--- config.mk ---
export PLATFORM = sky130hd
export DESIGN_NAME = grid_cell_corner_indexer
export DESIGN_NICKNAME = d
export VERILOG_FILES = /design/src/rtl/gcci_pkg.sv /design/src/rtl/gcci_div_cell.sv /design/src/rtl/gcci_axis_cell.sv /design/src/rtl/gcci_corner_emit.sv /design/src/rtl/grid_cell_corner_indexer.sv
export SDC_FILE = /design/constraint.sdc
export NUM_CORES = 2
export LEC_CHECK = 0
export ABC_AREA = 1
export BUFFER_PORTS_ARGS = -buffer_cell sky130_fd_sc_hd__buf_4
export CORE_MARGIN = 4
export CORE_UTILIZATION = 32
export CTS_BUF_LIST = sky130_fd_sc_hd__clkbuf_4 sky130_fd_sc_hd__clkbuf_8
export DETAILED_ROUTE_END_ITERATION = 16
export PLACE_DENSITY = 0.59
export SLEW_MARGIN = 10
export SYNTH_ARGS = -nofsm -noshare
export SYNTH_HDL_FRONTEND = slang
export SYNTH_SLANG_ARGS = --single-unit
export TNS_END_PERCENT = 50
--- constraint.sdc ---
create_clock -name clk_i -period 35.2 [get_ports clk_i]
set_input_delay 7.04 -clock clk_i [delete_from_list [all_inputs] [get_ports clk_i]]
set_output_delay 7.04 -clock clk_i [all_outputs]
set_load 0.02 [all_outputs]
--- src/rtl/gcci_pkg.sv ---
// Shared types and constants for the grid cell corner indexer.
// No dependencies; imported by every module of the block.
`default_nettype none

package gcci_pkg;

  // Fixed field widths
  localparam int IDX_W         = 24;  // element index and quotient word
  localparam int CNT_W         = 8;   // intervals per axis, cell coordinate
  localparam int VTX_W         = 24;  // vertex index
  localparam int CORNER_W      = 3;   // corner number port
  localparam int DIMENSION_DEF = 3;

  // One transaction as it travels down the cell chain
  typedef struct packed {
    logic             valid;
    logic [CNT_W-1:0] rem;   // running remainder, cell coordinate at axis end
    logic [IDX_W-1:0] word;  // dividend bits out, quotient bits in
    logic [VTX_W-1:0] vtx;   // base vertex index so far
    logic             oor;   // element beyond the grid
  } gcci_stage_t;

endpackage : gcci_pkg

`default_nettype wire

--- src/rtl/gcci_div_cell.sv ---
// One restoring-division cell: retires one quotient bit of the division by N.
// Depends on gcci_pkg.
`default_nettype none

module gcci_div_cell
  import gcci_pkg::*;
(
  input  wire              clk_i,
  input  wire              rst_ni,
  input  wire              en_i,
  input  wire [CNT_W-1:0]  n_i,
  input  gcci_stage_t      stage_i,
  output gcci_stage_t      stage_o
);

  logic              valid_q;
  gcci_stage_t       data_d, data_q;
  logic [CNT_W:0]    trial;
  logic [CNT_W:0]    diff;
  logic              ge;

  // Shift the next dividend bit into the remainder and try the subtraction
  always_comb begin
    trial  = {stage_i.rem, stage_i.word[IDX_W-1]};
    ge     = (trial >= {1'b0, n_i});
    diff   = trial - {1'b0, n_i};
    data_d = stage_i;
    data_d.rem  = ge ? diff[CNT_W-1:0] : trial[CNT_W-1:0];
    data_d.word = {stage_i.word[IDX_W-2:0], ge};
  end

  // Hold the control bit under reset
  always_ff @(posedge clk_i or negedge rst_ni) begin
    if (!rst_ni) begin
      valid_q <= 1'b0;
    end else if (en_i) begin
      valid_q <= stage_i.valid;
    end
  end

  // Advance the payload with the chain
  always_ff @(posedge clk_i) begin
    if (en_i) begin
      data_q <= data_d;
    end
  end

  always_comb begin
    stage_o       = data_q;
    stage_o.valid = valid_q;
  end

endmodule : gcci_div_cell

`default_nettype wire

--- src/rtl/gcci_axis_cell.sv ---
// Axis closing cell: folds the finished cell coordinate into the base vertex
// index and, on the last axis, flags elements beyond the grid. Uses gcci_pkg.
`default_nettype none

module gcci_axis_cell
  import gcci_pkg::*;
#(
  parameter bit LAST = 1'b0
) (
  input  wire              clk_i,
  input  wire              rst_ni,
  input  wire              en_i,
  input  wire [CNT_W-1:0]  n_i,
  input  wire [VTX_W-1:0]  weight_i,
  input  gcci_stage_t      stage_i,
  output gcci_stage_t      stage_o
);

  localparam int PROD_W = CNT_W + VTX_W;

  logic              valid_q;
  gcci_stage_t       data_d, data_q;
  logic [PROD_W-1:0] prod;

  assign prod = PROD_W'(stage_i.rem) * PROD_W'(weight_i);

  // Add coordinate times axis weight; restart the remainder for the next axis
  always_comb begin
    data_d      = stage_i;
    data_d.vtx  = stage_i.vtx + prod[VTX_W-1:0];
    data_d.rem  = '0;
    data_d.oor  = LAST && ((n_i == '0) || (stage_i.word != '0));
  end

  always_ff @(posedge clk_i or negedge rst_ni) begin
    if (!rst_ni) begin
      valid_q <= 1'b0;
    end else if (en_i) begin
      valid_q <= stage_i.valid;
    end
  end

  always_ff @(posedge clk_i) begin
    if (en_i) begin
      data_q <= data_d;
    end
  end

  always_comb begin
    stage_o       = data_q;
    stage_o.valid = valid_q;
  end

endmodule : gcci_axis_cell

`default_nettype wire

--- src/rtl/gcci_corner_emit.sv ---
// Corner emitter: walks the corners of one cell into an output register, one result
// per cycle while that register is free or being taken. Uses gcci_pkg.
`default_nettype none

module gcci_corner_emit
  import gcci_pkg::*;
#(
  parameter int DIMENSION = DIMENSION_DEF
) (
  input  wire                 clk_i,
  input  wire                 rst_ni,
  input  wire  [VTX_W-1:0]    weight_i [DIMENSION],
  input  gcci_stage_t         stage_i,
  output logic                ready_o,
  output logic                out_valid_o,
  input  wire                 out_ready_i,
  output logic [CORNER_W-1:0] corner_number_o,
  output logic [VTX_W-1:0]    vertex_index_o,
  output logic                last_corner_o,
  output logic                out_of_range_o
);

  localparam int NUM_CORNERS = 1 << DIMENSION;

  logic [VTX_W-1:0]     offset_d [NUM_CORNERS];
  logic [VTX_W-1:0]     offset_q [NUM_CORNERS];
  logic                 em_valid_q;
  logic [VTX_W-1:0]     em_vtx_q;
  logic                 em_oor_q;
  logic [DIMENSION-1:0] corner_q;
  logic                 slot_free;
  logic                 issue;
  logic                 is_last;
  logic                 load;

  // Corner offsets from the axis weights; follow the configuration
  always_comb begin
    for (int c = 0; c < NUM_CORNERS; c++) begin
      offset_d[c] = '0;
      for (int d = 0; d < DIMENSION; d++) begin
        if (((c >> d) & 1) == 1) begin
          offset_d[c] = offset_d[c] + weight_i[d];
        end
      end
    end
  end

  always_ff @(posedge clk_i) begin
    for (int c = 0; c < NUM_CORNERS; c++) begin
      offset_q[c] <= offset_d[c];
    end
  end

  // Handshake between the held element and the output register
  assign slot_free = !out_valid_o || out_ready_i;
  assign issue     = em_valid_q && slot_free;
  assign is_last   = em_oor_q || (corner_q == DIMENSION'(NUM_CORNERS - 1));
  assign ready_o   = !em_valid_q || (issue && is_last);
  assign load      = ready_o && stage_i.valid;

  // Element control: load a new cell or step through its corners
  always_ff @(posedge clk_i or negedge rst_ni) begin
    if (!rst_ni) begin
      em_valid_q <= 1'b0;
      corner_q   <= '0;
    end else if (load) begin
      em_valid_q <= 1'b1;
      corner_q   <= '0;
    end else if (issue) begin
      corner_q <= corner_q + 1'b1;
      if (is_last) begin
        em_valid_q <= 1'b0;
      end
    end
  end

  always_ff @(posedge clk_i) begin
    if (load) begin
      em_vtx_q <= stage_i.vtx;
      em_oor_q <= stage_i.oor;
    end
  end

  // Output register: hold until the transaction is taken
  always_ff @(posedge clk_i or negedge rst_ni) begin
    if (!rst_ni) begin
      out_valid_o <= 1'b0;
    end else if (issue) begin
      out_valid_o <= 1'b1;
    end else if (out_ready_i) begin
      out_valid_o <= 1'b0;
    end
  end

  always_ff @(posedge clk_i) begin
    if (issue) begin
      corner_number_o <= em_oor_q ? '0 : CORNER_W'(corner_q);
      vertex_index_o  <= em_oor_q ? '0 : em_vtx_q + offset_q[corner_q];
      last_corner_o   <= is_last;
      out_of_range_o  <= em_oor_q;
    end
  end

endmodule : gcci_corner_emit

`default_nettype wire

--- src/rtl/grid_cell_corner_indexer.sv ---
// Grid cell corner indexer, top level.
// An accepted element passes the division and axis cells of each axis, then
// the emitter's element register and output register. The emitter issues
// one result per cycle while the output is taken, a single one when out of range.
// Reset: intervals per axis returns to 1, cell chain and output empty.
// Depends on gcci_pkg, gcci_div_cell, gcci_axis_cell, gcci_corner_emit.
`default_nettype none

module grid_cell_corner_indexer
  import gcci_pkg::*;
#(
  parameter int DIMENSION = DIMENSION_DEF
) (
  input  wire                 clk_i,
  input  wire                 rst_ni,
  input  wire                 cfg_we_i,
  input  wire  [CNT_W-1:0]    cfg_wdata_i,
  input  wire                 in_valid_i,
  output logic                in_ready_o,
  input  wire  [IDX_W-1:0]    element_index_i,
  output logic                out_valid_o,
  input  wire                 out_ready_i,
  output logic [CORNER_W-1:0] corner_number_o,
  output logic [VTX_W-1:0]    vertex_index_o,
  output logic                last_corner_o,
  output logic                out_of_range_o
);

  localparam int AXIS_STAGES = IDX_W + 1;
  localparam int NUM_LINKS   = DIMENSION * AXIS_STAGES + 1;

  logic [CNT_W-1:0] intervals_q;
  logic [CNT_W:0]   n_plus_one;
  logic [VTX_W-1:0] weight [DIMENSION];
  gcci_stage_t      link [NUM_LINKS];
  logic             advance;
  logic             emit_ready;

  // Configuration register
  always_ff @(posedge clk_i or negedge rst_ni) begin
    if (!rst_ni) begin
      intervals_q <= CNT_W'(1);
    end else if (cfg_we_i) begin
      intervals_q <= cfg_wdata_i;
    end
  end

  assign n_plus_one = {1'b0, intervals_q} + 1'b1;

  // Axis weights (N+1)^d; weight 0 is the constant 1, one register per higher power
  assign weight[0] = VTX_W'(1);
  for (genvar d = 1; d < DIMENSION; d++) begin : g_weight
    logic [VTX_W-1:0] weight_q;
    always_ff @(posedge clk_i) begin
      weight_q <= VTX_W'(weight[d-1] * VTX_W'(n_plus_one));
    end
    assign weight[d] = weight_q;
  end

  // Stall the whole chain while its last cell waits on the emitter
  assign advance    = !link[NUM_LINKS-1].valid || emit_ready;
  assign in_ready_o = advance;

  always_comb begin
    link[0]       = '0;
    link[0].valid = in_valid_i;
    link[0].word  = element_index_i;
  end

  // Per axis: one division cell per quotient bit, then the closing cell
  for (genvar d = 0; d < DIMENSION; d++) begin : g_axis
    for (genvar k = 0; k < IDX_W; k++) begin : g_bit
      gcci_div_cell u_div_cell (
        .clk_i   (clk_i),
        .rst_ni  (rst_ni),
        .en_i    (advance),
        .n_i     (intervals_q),
        .stage_i (link[d*AXIS_STAGES + k]),
        .stage_o (link[d*AXIS_STAGES + k + 1])
      );
    end

    gcci_axis_cell #(
      .LAST (d == DIMENSION - 1)
    ) u_axis_cell (
      .clk_i    (clk_i),
      .rst_ni   (rst_ni),
      .en_i     (advance),
      .n_i      (intervals_q),
      .weight_i (weight[d]),
      .stage_i  (link[d*AXIS_STAGES + IDX_W]),
      .stage_o  (link[(d+1)*AXIS_STAGES])
    );
  end

  gcci_corner_emit #(
    .DIMENSION (DIMENSION)
  ) u_corner_emit (
    .clk_i           (clk_i),
    .rst_ni          (rst_ni),
    .weight_i        (weight),
    .stage_i         (link[NUM_LINKS-1]),
    .ready_o         (emit_ready),
    .out_valid_o     (out_valid_o),
    .out_ready_i     (out_ready_i),
    .corner_number_o (corner_number_o),
    .vertex_index_o  (vertex_index_o),
    .last_corner_o   (last_corner_o),
    .out_of_range_o  (out_of_range_o)
  );

endmodule : grid_cell_corner_indexer

`default_nettype wire

==> impl_metrics.json <==
{
  "ant_nets": 0,
  "synth.distinct_cells": 68,
  "final_layout_size_suffix_gt1_share_pct": 11.7,
  "cts_tree": "built",
  "synth_flop_cell": "edfxtp_1",
  "place_ws_ns": 20.02,
  "clkTransAtPathRegs_ns": 0.05,
  "maxClockFrequency_ghz": 0.0659,
  "dpl.hpwl_mm": 158,
  "cp_common_cell": "buf_4",
  "cp_top_family": "simple AND/OR/NAND/NOR gates",
  "min_path_type": "reg -> reg",
  "io_pins": 68,
  "cp.buffers_inverters": 3,
  "gr-total-overflow": 0,
  "yosys-top-cells-count": "edfxtp_1 (3081), nand2_1 (1632), inv_1 (1129)",
  "cts.sinks": 3290,
  "maxCapViolCount": 0,
  "synth_top_area_share_pct": 64.8,
  "synth_seq_area_share_pct": 68.1,
  "clock-root-buffer": "clkbuf_8",
  "status": "finished, final reports clean",
  "port_buffers": 67,
  "die_area_um2": 457000,
  "dr_total_vias": 76600,
  "syn_area_um2": 143000,
  "die_x_um": 676,
  "crit_type": "in -> out",
  "synth_area_per_cell_um2": 13.6,
  "ys_warn_count": 0,
  "rsz0062_at_grt": "no",
  "grt_first_pass_wirelength_mm": 404,
  "cts_hold_buf": 0,
  "cts.path.max_buffers": 4,
  "setup_viol": 0,
  "cp.arrival_ns": 8.13,
  "coreArea_um2": 443000,
  "globalplace.congestion": 0.813,
  "vias_per_cell": 4.43,
  "async_flop_share_pct": 2.67,
  "ys_ff_latch": 3290,
  "die_h_um": 676,
  "grt_use_total_pct": 10.9,
  "worstPathMaxFanout": 4,
  "drc": 0,
  "crit_chain": "buf_4 -> inv_1 -> nand2_1 -> nand2_2 -> nand3_4 -> buf_4",
  "crit_path_end_kind": "primary output",
  "place_area_um2": 150000,
  "antenna_found_initial": 5,
  "drv_slew": 0,
  "startpoint_type": "input pin",
  "ctsResizeCount": 0,
  "grt_pass1_vias": 76700,
  "post_cts_buffers": 0,
  "drtIter0Drc": 4856,
  "insertion_delay_ns": 1.00,
  "synthCells": 10500,
  "cts_buffers": 527,
  "syn_nets": 11500,
  "htreeDepth": 6,
  "skew_ns": 0.0478,
  "crit_slowest_cell": "nand3_4",
  "grt_max_degree": 189,
  "firstDrtPassIters": 5,
  "syn_to_final_growth_pct": 12.5,
  "wl_mm": 251,
  "fin_crit_ns": 15.17,
  "wl_per_cell_um": 14.5,
  "synth_most_common_cell": "edfxtp_1",
  "hold_viol": 0,
  "finalWorstSetupSlack_ns": 20.03,
  "final_area_um2": 161000,
  "setup-tns-final_ns": 0,
  "cp_data_required_time_ns": 28.16,
  "worst_pin_slew_ns": 1.12,
  "start_util_pct": 32.2,
  "yosys.area.top_type": "edfxtp_1",
  "ys_top_cells_by_area": "edfxtp_1 (65%), ha_1 (6.3%), nand2_1 (4.3%), fa_1 (3.9%), inv_1 (3.0%)",
  "cp_slowest_stage_delay_ns": 0.34,
  "num_rows": 244,
  "relSlewSlack_pct": 25.3,
  "final_nets": 12100,
  "synth-edff-count": 3081,
  "post-route-period-util_pct": 43.1
}
==> per-layer routing <==
| layer | global-route usage, % | routed length (um) |
|---|---|---|
| met5 | 0 | 0 |
| met4 | 3.69 | 7240 |
| met3 | 1.98 | 11200 |
| met2 | 17.6 | 116000 |
| met1 | 14.7 | 117000 |
==> cell usage in the layout (no fill, tap or decap), types with 23 or more instances in the layout <==
cell type,instances
nand3b_1,48
clkinv_2,51
nand3_2,51
clkinv_1,107
buf_4,142
nand4_1,164
nor3_1,56
a21oi_1,660
ha_1,724
nand2_1,1632
edfxtp_1,3081
o21ai_2,101
nand2_2,75
o21ai_1,46
clkbuf_8,542
dfxtp_1,121
nand3_1,293
xnor2_1,143
inv_1,1124
nor2_1,669
inv_2,31
dfrtp_1,85
a31oi_1,23
xor2_1,366
o21ai_0,338
fa_1,278
clkbuf_4,150
nand2_4,23
==> final timing paths <==
kind / from / to / slack [ns] / cells after the start
min: g_axis[1].g_bit[13].u_div_cell.stage_o[41] / g_axis[1].g_bit[14].u_div_cell.stage_o[42] / 0.38 / 0
max in group asynchronous: rst_ni / intervals_q[1] / 28.02 / 2
max: out_ready_i / in_ready_o / 20.03 / 6
max reg2reg: u_corner_emit.corner_q[0] / g_axis[0].g_bit[7].u_div_cell.stage_o[51] / 27.94 / 11
min reg2reg: g_axis[1].g_bit[13].u_div_cell.stage_o[41] / g_axis[1].g_bit[14].u_div_cell.stage_o[42] / 0.38 / 0
min in group asynchronous: rst_ni / g_axis[2].u_axis_cell.valid_q / 5.99 / 1
==> per-stage QoR <==
stage	utilization (%)	hold WS [ns]	std cells
after CTS	36.2	0.372	17300
after detailed placement	33.9	0.405	16400
final	36.2	0.379	17300
after floorplan	-	0.329	10500
after global placement	33.9	0.400	16400
after global routing	36.2	0.383	17300
==> layout make-up <==
class                           instances  area [um^2]
Clock inverter                        221         1660
Tap cell                             5904         7390
Multi-Input combinational cell       5895        40200
Timing Repair Buffer                  146         1150
Inverter                             1165         4390
Fill cell                           42400       282000
Sequential cell                      3290        97200
Antenna cell                            2         5.00
Clock buffer                          692         8590
==> cell families after synthesis <==
family	share of synthesized area, %
buffers and inverters	3.75
adders and majority gates	10.2
muxes	0.00789
DFF	68.1
and+or+nand+nor	9.47
xor gates and xnor gates	3.12
AOI/OAI and AO/OA	5.32
==> state kept, by name, summed over array words and instances, names as in the netlist <==
register and cells:
g_axis.g_bit.u_div_cell.stage_o 2928, g_axis.u_axis_cell.stage_o 99, u_corner_emit.offset_q 94, g_axis.g_bit.u_div_cell.valid_q 72, g_weight.weight_q 27, u_corner_emit.em_vtx_q 24
u_corner_emit.vertex_index_o 24, intervals_q 8, g_axis.u_axis_cell.valid_q 3, u_corner_emit.corner_number_o 3, u_corner_emit.corner_q 3, u_corner_emit.em_oor_q 1
u_corner_emit.em_valid_q 1, u_corner_emit.last_corner_o 1, u_corner_emit.out_of_range_o 1, u_corner_emit.out_valid_o 1
Power is left out: the tool's default activity adds up to more than one toggle a clock period on the data nets, which glitch-free logic cannot reach.
